<file path="src/sv/uart_pkg.sv">
// ----------------------------------------------------------------------------
// uart_pkg
// shared constants and types for the oversampled 8n1 uart transceiver
// ----------------------------------------------------------------------------
package uart_pkg;

    // oversample ticks per bit and receive fifo slots
    localparam int OVERSAMPLE_RATIO = 16;
    localparam int RX_FIFO_DEPTH    = 16;

    // tick counter reaches the full ratio before wrapping
    localparam int TICK_W = $clog2(OVERSAMPLE_RATIO + 1);
    localparam int PTR_W  = $clog2(RX_FIFO_DEPTH);

    localparam logic [TICK_W-1:0] TICKS_FULL = TICK_W'(OVERSAMPLE_RATIO);
    localparam logic [TICK_W-1:0] TICKS_HALF = TICK_W'(OVERSAMPLE_RATIO / 2);
    localparam logic [PTR_W-1:0]  PTR_LAST   = PTR_W'(RX_FIFO_DEPTH - 1);

    // bit positions within a frame
    localparam logic [3:0] POS_START = 4'd0;
    localparam logic [3:0] POS_FIRST = 4'd1;
    localparam logic [3:0] POS_STOP  = 4'd9;
    localparam logic [3:0] POS_DONE  = 4'd10;

    // stream payload widths
    localparam int IN_W  = 16;
    localparam int OUT_W = 16;

    // received byte offered to the fifo
    typedef struct packed {
        logic       push;
        logic [7:0] data;
    } rx_push_t;

    // fifo status after the current tick
    typedef struct packed {
        logic read_valid;
        logic available;
        logic overrun;
    } fifo_status_t;

    // transmitter status after the current tick
    typedef struct packed {
        logic level;
        logic pending;
    } tx_status_t;

endpackage

</file>
<file path="src/sv/uart_rx_fifo.sv">
// ----------------------------------------------------------------------------
// uart_rx_fifo
// receive ring buffer in a synchronous memory, one slot kept empty
// ----------------------------------------------------------------------------
module uart_rx_fifo (
    input  logic                   clk,
    input  logic                   rst_n,
    input  logic                   tick,
    input  logic                   take_byte,
    input  uart_pkg::rx_push_t     push,
    output logic [7:0]             rd_data,
    output uart_pkg::fifo_status_t status
);
    import uart_pkg::*;

    logic [7:0]       mem [RX_FIFO_DEPTH];
    logic [7:0]       rd_data_reg;
    logic [PTR_W-1:0] wptr_reg, wptr_next;
    logic [PTR_W-1:0] rptr_reg, rptr_next;
    logic [PTR_W-1:0] wptr_inc;
    logic             pop;
    logic             wr_en;
    logic             full;

    // pop goes first so a push sees the freed slot
    always_comb
    begin
        pop       = tick && take_byte && (rptr_reg != wptr_reg);
        rptr_next = rptr_reg;
        if (pop)
        begin
            rptr_next = (rptr_reg == PTR_LAST) ? '0 : rptr_reg + 1'b1;
        end
        wptr_inc  = (wptr_reg == PTR_LAST) ? '0 : wptr_reg + 1'b1;
        full      = (wptr_inc == rptr_next);
        wr_en     = tick && push.push && !full;
        wptr_next = wr_en ? wptr_inc : wptr_reg;

        status.read_valid = pop;
        status.available  = (rptr_next != wptr_next);
        status.overrun    = tick && push.push && full;
    end

    // pointers
    always_ff @(posedge clk or negedge rst_n)
    begin
        if (!rst_n)
        begin
            wptr_reg <= '0;
            rptr_reg <= '0;
        end
        else
        begin
            wptr_reg <= wptr_next;
            rptr_reg <= rptr_next;
        end
    end

    // storage, one write and one registered read per cycle
    always_ff @(posedge clk)
    begin
        if (wr_en)
        begin
            mem[wptr_reg] <= push.data;
        end
        if (pop)
        begin
            rd_data_reg <= mem[rptr_reg];
        end
    end

    assign rd_data = rd_data_reg;

    a_ptr_range: assert property (@(posedge clk) disable iff (!rst_n)
        (int'(wptr_reg) < RX_FIFO_DEPTH) && (int'(rptr_reg) < RX_FIFO_DEPTH))
        else $error("fifo pointer out of range");

    a_write_not_empty: assert property (@(posedge clk) disable iff (!rst_n)
        wr_en |=> (rptr_reg != wptr_reg))
        else $error("fifo empty after a write");

    a_overrun_no_write: assert property (@(posedge clk) disable iff (!rst_n)
        status.overrun |=> $stable(wptr_reg))
        else $error("write pointer moved on overrun");

endmodule

</file>
<file path="src/sv/uart_rx.sv">
// ----------------------------------------------------------------------------
// uart_rx
// start detection, mid-bit sampling and byte assembly
// ----------------------------------------------------------------------------
module uart_rx (
    input  logic               clk,
    input  logic               rst_n,
    input  logic               tick,
    input  logic               level,
    output uart_pkg::rx_push_t push
);
    import uart_pkg::*;

    logic              busy_reg,  busy_next;
    logic [TICK_W-1:0] ticks_reg, ticks_next;
    logic [3:0]        pos_reg,   pos_next;
    logic [7:0]        shift_reg, shift_next;
    logic [TICK_W-1:0] ticks_inc;
    logic [2:0]        bit_idx;

    // framing
    always_comb
    begin
        busy_next  = busy_reg;
        ticks_next = ticks_reg;
        pos_next   = pos_reg;
        shift_next = shift_reg;
        push.push  = 1'b0;
        push.data  = shift_reg;
        ticks_inc  = ticks_reg + 1'b1;
        bit_idx    = 3'(pos_reg - POS_FIRST);

        if (!busy_reg)
        begin
            if (!level)
            begin
                busy_next  = 1'b1;
                ticks_next = '0;
                pos_next   = POS_START;
                shift_next = '0;
            end
        end
        else
        begin
            ticks_next = ticks_inc;
            if (ticks_inc == TICKS_HALF)
            begin
                if (pos_reg == POS_START)
                begin
                    if (level)
                    begin
                        busy_next = 1'b0;
                    end
                    else
                    begin
                        pos_next = POS_FIRST;
                    end
                end
                else if (pos_reg < POS_STOP)
                begin
                    shift_next[bit_idx] = level;
                    pos_next            = pos_reg + 1'b1;
                end
                else
                begin
                    busy_next = 1'b0;
                    push.push = level;
                end
            end
            else if (ticks_inc >= TICKS_FULL)
            begin
                ticks_next = '0;
            end
        end
    end

    always_ff @(posedge clk or negedge rst_n)
    begin
        if (!rst_n)
        begin
            busy_reg  <= 1'b0;
            ticks_reg <= '0;
            pos_reg   <= POS_START;
            shift_reg <= '0;
        end
        else if (tick)
        begin
            busy_reg  <= busy_next;
            ticks_reg <= ticks_next;
            pos_reg   <= pos_next;
            shift_reg <= shift_next;
        end
    end

endmodule

</file>
<file path="src/sv/uart_tx.sv">
// ----------------------------------------------------------------------------
// uart_tx
// holding register and frame serializer, each bit one full ratio of ticks
// ----------------------------------------------------------------------------
module uart_tx (
    input  logic                 clk,
    input  logic                 rst_n,
    input  logic                 tick,
    input  logic                 send_valid,
    input  logic [7:0]           send_byte,
    output uart_pkg::tx_status_t status
);
    import uart_pkg::*;

    logic              busy_reg,  busy_next;
    logic [TICK_W-1:0] ticks_reg, ticks_next;
    logic [3:0]        pos_reg,   pos_next;
    logic [7:0]        shift_reg, shift_next;
    logic [7:0]        hold_reg,  hold_next;
    logic              full_reg,  full_next;
    logic              level_reg, level_next;
    logic [TICK_W-1:0] ticks_inc;
    logic [3:0]        pos_inc;

    // serializer
    always_comb
    begin
        busy_next  = busy_reg;
        ticks_next = ticks_reg;
        pos_next   = pos_reg;
        shift_next = shift_reg;
        hold_next  = hold_reg;
        full_next  = full_reg;
        level_next = level_reg;
        ticks_inc  = ticks_reg + 1'b1;
        pos_inc    = pos_reg + 1'b1;

        if (send_valid)
        begin
            hold_next = send_byte;
            full_next = 1'b1;
        end

        if (busy_reg)
        begin
            ticks_next = ticks_inc;
            if (ticks_inc >= TICKS_FULL)
            begin
                ticks_next = '0;
                pos_next   = pos_inc;
                if (pos_inc < POS_STOP)
                begin
                    level_next = shift_reg[3'(pos_inc - POS_FIRST)];
                end
                else if (pos_inc == POS_STOP)
                begin
                    level_next = 1'b1;
                end
                else
                begin
                    busy_next = 1'b0;
                end
            end
        end

        // a byte loaded this tick may start this tick
        if (!busy_next && full_next)
        begin
            shift_next = hold_next;
            full_next  = 1'b0;
            busy_next  = 1'b1;
            ticks_next = '0;
            pos_next   = POS_START;
            level_next = 1'b0;
        end

        status.level   = level_next;
        status.pending = full_next;
    end

    always_ff @(posedge clk or negedge rst_n)
    begin
        if (!rst_n)
        begin
            busy_reg  <= 1'b0;
            ticks_reg <= '0;
            pos_reg   <= POS_START;
            shift_reg <= '0;
            hold_reg  <= '0;
            full_reg  <= 1'b0;
            level_reg <= 1'b1;
        end
        else if (tick)
        begin
            busy_reg  <= busy_next;
            ticks_reg <= ticks_next;
            pos_reg   <= pos_next;
            shift_reg <= shift_next;
            hold_reg  <= hold_next;
            full_reg  <= full_next;
            level_reg <= level_next;
        end
    end

    a_idle_mark: assert property (@(posedge clk) disable iff (!rst_n)
        !busy_reg |-> level_reg)
        else $error("transmit line not at mark while idle");

    a_pos_range: assert property (@(posedge clk) disable iff (!rst_n)
        busy_reg |-> (pos_reg <= POS_STOP))
        else $error("transmit bit position past stop while busy");

endmodule

</file>
<file path="src/sv/oversampled_uart_8n1_transceiver.sv">
// ----------------------------------------------------------------------------
// oversampled_uart_8n1_transceiver
// oversampled 8n1 uart receiver with ring fifo and transmitter, one tick per transfer
// ----------------------------------------------------------------------------
// a tick's registered result shows on the master side in the cycle after its transfer
// throughput: one tick per cycle unless the master stalls; the output register frees
//   itself when taken; the fifo gives one write and one registered read per cycle
// reset: asynchronous, clears pointers, framers and the line to mark level;
//   the fifo memory is not cleared and is only read where it was written
module oversampled_uart_8n1_transceiver (
    input  logic                       clk,
    input  logic                       rst_n,
    input  logic                       cfg_valid,
    output logic                       cfg_ready,
    input  logic                       cfg_data,       // line_invert
    input  logic                       s_axis_tvalid,
    output logic                       s_axis_tready,
    // rx_line[0], send_valid[1], send_byte[9:2], take_byte[10], zero[15:11]
    input  logic [uart_pkg::IN_W-1:0]  s_axis_tdata,
    output logic                       m_axis_tvalid,
    input  logic                       m_axis_tready,
    // tx_line[0], read_valid[1], read_byte[9:2], rx_available[10],
    // tx_pending[11], rx_overrun[12], zero[15:13]
    output logic [uart_pkg::OUT_W-1:0] m_axis_tdata
);
    import uart_pkg::*;

    logic         invert_reg;
    logic         tick;
    logic         rx_level;
    rx_push_t     rx_push;
    fifo_status_t fifo_status;
    tx_status_t   tx_status;
    logic [7:0]   fifo_rd_data;

    logic         out_valid_reg;
    logic         tx_line_reg;
    logic         read_valid_reg;
    logic         available_reg;
    logic         pending_reg;
    logic         overrun_reg;

    // configuration
    assign cfg_ready = 1'b1;

    always_ff @(posedge clk or negedge rst_n)
    begin
        if (!rst_n)
        begin
            invert_reg <= 1'b0;
        end
        else if (cfg_valid)
        begin
            invert_reg <= cfg_data;
        end
    end

    // input transfer is one oversample tick
    assign s_axis_tready = !out_valid_reg || m_axis_tready;
    assign tick          = s_axis_tvalid && s_axis_tready;
    assign rx_level      = s_axis_tdata[0] ^ invert_reg;

    uart_rx u_rx (
        .clk   (clk),
        .rst_n (rst_n),
        .tick  (tick),
        .level (rx_level),
        .push  (rx_push)
    );

    uart_rx_fifo u_fifo (
        .clk       (clk),
        .rst_n     (rst_n),
        .tick      (tick),
        .take_byte (s_axis_tdata[10]),
        .push      (rx_push),
        .rd_data   (fifo_rd_data),
        .status    (fifo_status)
    );

    uart_tx u_tx (
        .clk        (clk),
        .rst_n      (rst_n),
        .tick       (tick),
        .send_valid (s_axis_tdata[1]),
        .send_byte  (s_axis_tdata[9:2]),
        .status     (tx_status)
    );

    // output register valid
    always_ff @(posedge clk or negedge rst_n)
    begin
        if (!rst_n)
        begin
            out_valid_reg <= 1'b0;
        end
        else if (s_axis_tready)
        begin
            out_valid_reg <= s_axis_tvalid;
        end
    end

    // output register payload, read byte comes from the fifo read register
    always_ff @(posedge clk)
    begin
        if (tick)
        begin
            tx_line_reg    <= tx_status.level ^ invert_reg;
            read_valid_reg <= fifo_status.read_valid;
            available_reg  <= fifo_status.available;
            pending_reg    <= tx_status.pending;
            overrun_reg    <= fifo_status.overrun;
        end
    end

    assign m_axis_tvalid = out_valid_reg;
    assign m_axis_tdata  = {3'b000, overrun_reg, pending_reg, available_reg,
                            (read_valid_reg ? fifo_rd_data : 8'h00),
                            read_valid_reg, tx_line_reg};

    a_result_follows: assert property (@(posedge clk) disable iff (!rst_n)
        tick |=> m_axis_tvalid)
        else $error("accepted tick produced no result");

endmodule
</file>
<file path="config.mk">
export PLATFORM = sky130hd
export DESIGN_NAME = oversampled_uart_8n1_transceiver
export DESIGN_NICKNAME = d
export VERILOG_FILES = /design/src/sv/uart_pkg.sv /design/src/sv/uart_rx_fifo.sv /design/src/sv/uart_rx.sv /design/src/sv/uart_tx.sv /design/src/sv/oversampled_uart_8n1_transceiver.sv
export SDC_FILE = /design/constraint.sdc
export NUM_CORES = 1
export LEC_CHECK = 0
export BUFFER_PORTS_ARGS = -buffer_cell sky130_fd_sc_hd__buf_2
export CAP_MARGIN = 10
export CORE_ASPECT_RATIO = 1.75
export CORE_UTILIZATION = 55
export CTS_CLUSTER_SIZE = 40
export DETAILED_ROUTE_END_ITERATION = 6
export GPL_TIMING_DRIVEN = 1
export PLACE_DENSITY = 0.72
export SLEW_MARGIN = 20
export SYNTH_ARGS = -nofsm -noshare
export SYNTH_HDL_FRONTEND = slang
export SYNTH_SLANG_ARGS = --single-unit
</file>
<file path="constraint.sdc">
create_clock -name clk -period 2.9 [get_ports clk]
set_clock_uncertainty 0.1 [all_clocks]
set_input_delay 0.145 -clock clk [delete_from_list [all_inputs] [get_ports clk]]
set_output_delay 0.145 -clock clk [all_outputs]
set_load 0.02 [all_outputs]
</file>
Yosys cells after proc, flatten, opt, wreduce, memory -nomap -nowiden:

Memory sizes are Yosys's and may differ from the RTL's. A register that Yosys moved wholly into a read port is not among the register bits.
Cells that the tools add are included.

* memories kept: 1
* output and inout bits: 19
* bits in writable memories: 128
* register bits: 61
* logic and storage cells: 127
* input port bits: 22

* $lt $le $gt $ge: 7
* eq/ne operators: 13
* add/subtract/negate cells: 8
* bitwise gates (word level): 2
* reductions and logical operators: 21
* mux-type cells: 55

Memories
* u_fifo.mem: words 16, bits a word 8, rd ports 1, clocked after memory_dff 1, write ports 1, line uart_rx_fifo.sv:16 `logic [7:0] mem [RX_FIFO_DEPTH];`

Operator list (number)
* two-way mux 8 bit: 7
* two-way mux 4 bit: 13
* two-way mux 5 bit: 7
* two-way mux 1 bit: 25
* adder 4 x 1 -> 4 bit, second input constant: 4
* == test 4 bit, second input constant: 3
* adder 5 x 1 -> 5 bit, second input constant: 2
* >= comparator 5 bit, second input constant: 2
* != test 2 bit, second input constant: 5
* AND reduction 5 bit: 2
* bitwise mux 8 bit: 1
* logical AND 1 bit: 8
* less-than comparator 3 x 4 -> 1 bit, second input constant: 2
* less-than comparator 4 bit, second input constant: 2
* != test 4 bit: 2
* AND reduction 2 bit: 3
* subtractor 3 x 1 -> 3 bit, second input constant: 2
* == test 5 x 4 -> 1 bit, second input constant: 1
* == test 4 bit: 1
* zero test 4 bit: 1
* nonzero test 2 bit: 2
* binary-select mux 1 bit (select 3 bit): 1
* demux 1 bit (select 3 bit): 1
* >= comparator 3 x 1 -> 1 bit, second input constant: 1
* 5 further kinds: 8

Logic depth before layout (Yosys ltp):

Gate-level depths: netlist of run 1.

* depth in word-level cells: 11
* mapped depth: 9
* gate-level depth less buffers: 9

By module:

A second synthesis of run 1 with hierarchy kept.

* cell total of the unflattened synthesis: 560
* area total of the unflattened synthesis: 8849.7 um^2

Modules (own cells, without submodules)
* uart_rx_fifo: sequential area each 4284.1 um^2, area an instance 5795.6 um^2, cells each 268, instances 1
* uart_tx: sequential area each 701.9 um^2, area an instance 1577.8 um^2, cells each 138, instances 1
* uart_rx: sequential area each 450.4 um^2, area an instance 1092.3 um^2, cells each 122, instances 1
* oversampled_uart_8n1_transceiver: sequential area each 200.2 um^2, area an instance 384.1 um^2, cells each 32, instances 1

Worst setup path after synthesis of run 1:

OpenSTA, ideal clock, no wires.

* path type: reg-to-reg
* from: register out_valid_reg, in the netlist m_axis_tvalid
* to: memory u_fifo.mem[8][0], enable pin
* data arrival time: 2790 ps
* stages on the path, launching flop included: 9
* path slack: -360 ps
* required time: 2430 ps
* path through: dfrtp_1 > nor2b_1 > inv_1 > nand3_1 > nor2_1 > o21ai_0 > a41oi_4 > nand2_2 > nor2_1

RTL lines
* from (decl): line oversampled_uart_8n1_transceiver.sv:36 `logic out_valid_reg;`
* from (signal assigned): line oversampled_uart_8n1_transceiver.sv:99 `out_valid_reg <= s_axis_tvalid;`
* to (decl): line uart_rx_fifo.sv:16

Worst setup path after layout of run 1:

* from: register u_fifo.rptr_reg[0]
* to: memory u_fifo.mem[6][6], enable pin

* longest elaborated chain between the ends: 8

RTL lines
* from (decl): line uart_rx_fifo.sv:19 `logic [PTR_W-1:0] rptr_reg, rptr_next;`
* from (signal assigned): line uart_rx_fifo.sv:55 `rptr_reg <= rptr_next;`
* adder 4 x 1 -> 4 bit, or another cell as far along: line uart_rx_fifo.sv:32 `rptr_next = (rptr_reg == PTR_LAST) ? '0 : rptr_reg + 1'b1;`
* two-way mux 4 bit or logical AND 1 bit (tied branches): line uart_rx_fifo.sv:32, uart_rx_fifo.sv:28
* two-way mux 4 bit *: line uart_rx_fifo.sv:30 `if (pop)`
* == test 4 bit *: line uart_rx_fifo.sv:35 `full = (wptr_inc == rptr_next);`
* zero test 1 bit *: line uart_rx_fifo.sv:36 `wr_en = tick && push.push && !full;`
* logical AND 1 bit *: line uart_rx_fifo.sv:36
* two-way mux 1 bit *: line uart_rx_fifo.sv:62 `if (wr_en)`
* two-way mux 1 bit (implied by the code) *: line uart_rx_fifo.sv:64 `mem[wptr_reg] <= push.data;`

Mark *: on every way between the ends. The rest lies on a longest branch, timed or not.

==> results_dict.tcl, run 1 <==
set metrics [dict create \
    status "finished with violations" \
    failed_checks "design-rule violations" \
    clk_transition_reported_paths_ns 0.07 \
    finalWorstSetupSlack_ns 0.05555 \
    num-fill-cells 1039 \
    finalMaxSlewViolations 0 \
    relSlewSlack_pct 40.18 \
    synthesis.instances 581 \
    fp.coreArea_um2 15540 \
    ys_async_sr_fraction_pct 28.43 \
    fp-row-count 60 \
    yosys_most_used_dff "sky130_fd_sc_hd__edfxtp_1" \
    critical_path.cell_chain "ha_1 -> and3_1 -> nor4_4 -> a21o_1 -> o221ai_2 -> a41oi_4 -> buf_6 -> nand2_2 -> buf_4 -> nor2_4 -> buf_12" \
    fp.dieW_um 97.65 \
    power-per-cell-area_nw_per_um2 804.3 \
    synth.cell_area_um2 8806 \
    cts.root.buffer_cell "sky130_fd_sc_hd__clkbuf_16" \
    area_growth_pct 19.65 \
    drive_above_1_share_pct 33.76 \
    worst_skew_pair.late_latency_ns 0.42 \
    critical_path_peak_fanout 8 \
    layout.cells.most_common "sky130_fd_sc_hd__edfxtp_1" \
    numPortBuffers 31 \
    synth_cell_types 64 \
    sequential_fraction_of_the_synthesis_area_pct 64.01 \
    grtUsageTotal_pct 24.56 \
    num-nets-final 723 \
    route.detailed.drc 2 \
    ys_seq_elements 197 \
    critical_path.endpoint_type "flip-flop" \
    postPlaceCellArea_um2 9598 \
    via_count 5243 \
    timing.fmax_mhz 351.6 \
    arrival_time_of_data_at_the_critical_path_endpoint_ns 2.89 \
    antenna_found_initial 0 \
    setup.worst_path.class "reg2reg" \
    clock_sinks 197 \
    p_leak_nw 3.975 \
    place.detailed.hpwl_um 13330 \
    top_register "u_fifo.mem" \
    path_delay_family "simple AND/OR/NAND/NOR gates" \
    viasPerCell 5.904 \
    grt_pass1_wl_um 30020 \
    totalWireLength_um 18990 \
    drv_cap 0 \
    detailedRoute.firstIterationViolations 278 \
    clock_tree.htree_level_count 4 \
    cts_buffer_depth 2 \
    average_cell_area_after_synthesis_um2 15.16 \
    antenna-diode-count 0 \
    cts_tree "done" \
    setup_viol_count_final 0 \
    floorplan.io_pins 41 \
    grt_pass1_vias 5633 \
    worst_slew_pin_slew_ns 0.8974 \
    first_pass_iters 6 \
    grt_start_max_net_pins 41 \
    globalplace.congestion 0.9023 \
    max_ffs_per_register 128 \
    critical_path.startpoint_type "flip-flop" \
    grt_remaining_overflow 0 \
    final_hold_viol_count 0 \
    final_core_util_pct 67.80 \
    max-vdd-ir-drop_v 0.0004426 \
    finalWorstPathRequiredPeriod_ns 2.844 \
    final_cell_mix "141 x sky130_fd_sc_hd__edfxtp_1, 64 x sky130_fd_sc_hd__buf_4, 51 x sky130_fd_sc_hd__dfrtp_1" \
    place_ws_ns -0.3708 \
    cp_slowest_stage_delay_ns 0.45 \
    ys_warn_count 0 \
    ant_nets 0 \
    worst-endpoint-required_ns 2.94 \
    final_design_area_no_fill_um2 10540 \
    die_extent_in_y_um 169.4 \
    hold_class "in2reg" \
    cts_buffers 17 \
    drt-wirelength-per-cell_um 21.38 \
    critPathSlowestCell "sky130_fd_sc_hd__dfrtp_2" \
    totalNegativeSetupSlack_ns 0 \
    floorplan.die_area_um2 16540 \
    initial_core_util_pct 56.67 \
    synth-edff-count 141 \
    timing.final.crit_share_pct 98.08 \
    critical_path.n_buffers_inverters 3 \
]
cells in the mapped netlist, drive strengths merged (9+ instances only):
cell type / count / share of area (%)
edfxtp: 141 / 48
dfrtp: 55 / 16
nand2: 48 / 2.2
mux4: 42 / 11
nor2: 40 / 1.7
o21ai: 22 / 1.3
mux2i: 18 / 2.0
buf: 17 / 1.1
inv: 17 / 0.72
and2: 16 / 1.1
mux2: 14 / 1.8
clkbuf: 12 / 0.57
ha: 12 / 1.7
nand3: 12 / 0.74
xnor2: 11 / 1.2
nand2b: 10 / 0.71
nor4: 9 / 0.64
xor2: 9 / 0.90
stage by stage:
| stage | cells | hold WS (ns) | power, mW |
|---|---|---|---|
| global route | 888 | 0.06722 | 8.880 |
| global placement | 836 | 0.2128 | 6.141 |
| CTS | 883 | 0.05690 | 8.473 |
| detailed placement | 836 | 0.2210 | 6.238 |
| floorplan | 583 | -0.2506 | 5.394 |
| finish | 888 | 0.04377 | 8.474 |
power by group:
part | leakage (nW) | total, mW | switching, mW | internal, mW
clock | 0.276 | 2.23 | 1.09 | 1.14
sequential | 1.99 | 3.69 | 0.292 | 3.40
combinational | 1.71 | 2.56 | 1.25 | 1.31
tightest hold or removal path: cells and delay by family:
family / cells / cell delay, ns
buf+inv: 3 / 0.28
simple gates: 2 / 0.11
routing by layer:
metal  track usage [%]  vias up  routed length [um]
li1                  -     2420                   -
met2             49.61      112               11600
met5                 0        -                   0
met3             3.995       32                 559
met4             8.959        0                 423
met1             24.64     2679                6405
timing repair:
action / in CTS / in global routing
resized for setup: 19 / 21
hold buffers: 12 / 0
endpoints found under the setup margin: 120 / 120
hold endpoints to repair: 56 / 0
pin swaps: 2 / 8
setup buffers: 3 / 5
kinds of logic (layout without fill, tap and decap cells):
family          Yosys count  after routing  synth area share, %
xor+xnor                 21             21                2.330
compound gates           66             66                5.428
fa+ha+maj                12             12                1.705
simple gates            162            162                9.349
buf+inv                  47            166                2.472
other cells               2              4              0.08528
flops                   197            197                64.01
mux                      74             74                14.62
final timing paths:
path | start | end | slack, ns | cells past startpoint
worst max-delay path | u_fifo.rptr_reg[0] | u_fifo.mem[6][6] | 0.06 | 11
worst min-delay path | m_axis_tready | m_axis_tvalid | 0.04 | 5
worst max register to register | u_fifo.rptr_reg[0] | u_fifo.mem[6][6] | 0.06 | 11
worst min register to register | u_tx.shift_reg[6] | u_tx.shift_reg[6] | 0.38 | 2
max in group asynchronous | rst_n | u_rx.shift_reg[6] | 1.63 | 3
min in group asynchronous | rst_n | u_tx.hold_reg[5] | 0.29 | 2
cell type report:
class / count / area [um^2] / area share [%]
clock inverters: 14 / 131.4 / 1.247
multi-input cells: 339 / 3132 / 29.72
well taps: 186 / 232.7 / 2.209
inverters: 18 / 68.82 / 0.6531
repair buffers: 116 / 900.9 / 8.550
flip-flops and latches: 197 / 5642 / 53.54
clock buffers: 18 / 429.2 / 4.073
Power figures use the tool's default switching activity.
==> run 2, diff against run 1 <==
--- a/config.mk
+++ b/config.mk
@@ -7,12 +7,15 @@
 export LEC_CHECK = 0
 export BUFFER_PORTS_ARGS = -buffer_cell sky130_fd_sc_hd__buf_2
 export CAP_MARGIN = 10
+export CELL_PAD_IN_SITES_DETAIL_PLACEMENT = 0
+export CELL_PAD_IN_SITES_GLOBAL_PLACEMENT = 2
 export CORE_ASPECT_RATIO = 1.75
-export CORE_UTILIZATION = 55
+export CORE_UTILIZATION = 41
 export CTS_CLUSTER_SIZE = 40
 export DETAILED_ROUTE_END_ITERATION = 6
 export GPL_TIMING_DRIVEN = 1
-export PLACE_DENSITY = 0.72
+export HOLD_SLACK_MARGIN = 0.02
+export PLACE_DENSITY = 0.73
 export SLEW_MARGIN = 20
 export SYNTH_ARGS = -nofsm -noshare
 export SYNTH_HDL_FRONTEND = slang
==> results_dict.tcl, run 2 (synthesized netlist as in run 1, its figures left out) <==
set metrics [dict create \
    critical_path.startpoint_type "flip-flop" \
    fp-row-count 70 \
    finalWorstPathRequiredPeriod_ns 2.865 \
    num-nets-final 735 \
    initial_core_util_pct 41.89 \
    grt_start_max_net_pins 39 \
    clock_sinks 197 \
    grt_pass1_wl_um 31370 \
    drv_cap 0 \
    clock_tree.htree_level_count 4 \
    hold_path.startpoint "s_axis_tdata[1]" \
    layout.cells.most_common "sky130_fd_sc_hd__edfxtp_1" \
    min_to "u_tx.shift_reg[7]" \
    cts_buffer_depth 2 \
    max_ffs_per_register 128 \
    detailedRoute.firstIterationViolations 270 \
    power-per-cell-area_nw_per_um2 799.4 \
    worst_slew_pin_slew_ns 0.8867 \
    worst_skew_pair.late_latency_ns 0.44 \
    first_pass_iters 6 \
    floorplan.io_pins 41 \
    grt_remaining_overflow 0 \
    area_growth_pct 22.63 \
    r2r_start "u_fifo.rptr_reg[0]" \
    ant_nets 0 \
    critical_path_peak_fanout 8 \
    worst_hold_path.num_cells 4 \
    finalMaxSlewViolations 0 \
    relSlewSlack_pct 40.89 \
    worst-r2r-setup-slack_ns 0.04 \
    hold-worst-slack_ns 0.1671 \
    via_count 5259 \
    antenna_found_initial 0 \
    grt_pass1_vias 5673 \
    unrepaired_setup_endpoints_after_global_routing "yes" \
    arrival_time_of_data_at_the_critical_path_endpoint_ns 2.92 \
    cts_buffers 17 \
    floorplan.die_area_um2 22090 \
    timing.final.crit_share_pct 98.78 \
    critical_path.endpoint_type "flip-flop" \
    totalNegativeSetupSlack_ns 0 \
    setup_viol_count_final 0 \
    antenna-diode-count 0 \
    worst-endpoint-required_ns 2.95 \
    status "complete, no violations" \
    drive_above_1_share_pct 34.73 \
    numPortBuffers 31 \
    globalplace.congestion 0.8265 \
    cts_tree "done" \
    route.detailed.drc 0 \
    final_cell_mix "141 x sky130_fd_sc_hd__edfxtp_1, 71 x sky130_fd_sc_hd__buf_4, 50 x sky130_fd_sc_hd__dfrtp_1" \
    p_leak_nw 4.071 \
    place.detailed.hpwl_um 14540 \
    top_register "u_fifo.mem" \
    num-fill-cells 1785 \
    worst-r2r-cell-count 12 \
    fp.coreArea_um2 21020 \
    timing.fmax_mhz 349.1 \
    viasPerCell 5.444 \
    final_hold_viol_count 0 \
    grtUsageTotal_pct 19.60 \
    regToRegEndpoint "u_fifo.mem[0][4]" \
    setup.worst_path.class "reg2reg" \
    hold_class "in2reg" \
    fp.dieW_um 112.8 \
    max-vdd-ir-drop_v 0.0003529 \
    die_extent_in_y_um 195.9 \
    total_power_mw 8.633 \
    totalWireLength_um 20100 \
    cts.root.buffer_cell "sky130_fd_sc_hd__clkbuf_16" \
    drt-wirelength-per-cell_um 20.80 \
    clk_transition_reported_paths_ns 0.07 \
]
run 2: through the flow:
stage,std cells,area [um^2],utilization [%],worst slack [ns]
floorplan,583,8846,-,-0.03574
global placement,910,9728,46.28,-0.3388
detailed placement,910,9728,46.28,-0.4021
CTS,961,10630,50.58,-0.008924
global route,966,10800,51.38,-0.07727
finish,966,10800,51.38,0.03545
run 2: report_power, final:
| part | internal [mW] | switching [mW] | leakage [nW] |
|---|---|---|---|
| clock network | 1.28 | 1.06 | 0.272 |
| logic | 1.34 | 1.26 | 1.81 |
| registers | 3.40 | 0.298 | 1.99 |
run 2: how the worst max path moves through the flow:
stage               depth (start not counted)                from           endpoint
CTS                                        10  u_fifo.wptr_reg[0]  u_fifo.mem[10][4]
detailed placement                          9  u_fifo.rptr_reg[1]  u_fifo.mem[14][4]
floorplan                                   8       m_axis_tvalid   u_fifo.mem[4][0]
global route                               11  u_fifo.rptr_reg[2]   u_fifo.mem[0][6]
finish                                     12  u_fifo.rptr_reg[0]   u_fifo.mem[0][4]
global placement                            9  u_fifo.rptr_reg[1]  u_fifo.mem[10][1]
run 2: metal layers:
metal  vias up  GRT usage, %  part of all wire, %
li1       2443             -                    -
met1      2665         18.46                   33
met2       104         38.84                   60
met3        47         3.182                  2.3
met4         0         11.16                  4.6
met5         -             0                    0
run 2: final cells by class:
cell class                 count  area, um^2  area share [%]
clock buffer                  18       429.2           3.974
timing repair buffer         128        1026           9.501
multi-input combinational    339        3168           29.34
inverter                      18       68.82          0.6372
clock inverter                14       148.9           1.379
sequential                   197        5643           52.25
tap                          252       315.3           2.920
run 2: what timing repair did:
| action | in CTS | in global routing |
|---|---|---|
| resized for setup | 26 | 23 |
| setup endpoints to repair | 128 | 112 |
| hold buffers | 13 | 0 |
| setup buffers | 6 | 5 |
| endpoints found under the hold margin | 54 | 0 |
| pin swaps | 6 | 8 |
run 2: critical path, stage by stage (launching register included):
cell and delay (ns):
sky130_fd_sc_hd__dfrtp_2 0.43, sky130_fd_sc_hd__buf_6 0.13, sky130_fd_sc_hd__xnor2_4 0.12, sky130_fd_sc_hd__nand4_1 0.17, sky130_fd_sc_hd__buf_4 0.15, sky130_fd_sc_hd__nand4_1 0.18, sky130_fd_sc_hd__a21o_1 0.26, sky130_fd_sc_hd__a41oi_4 0.31
sky130_fd_sc_hd__buf_12 0.15, sky130_fd_sc_hd__nand2_4 0.07, sky130_fd_sc_hd__buf_6 0.13, sky130_fd_sc_hd__nor3_4 0.21, sky130_fd_sc_hd__buf_12 0.16
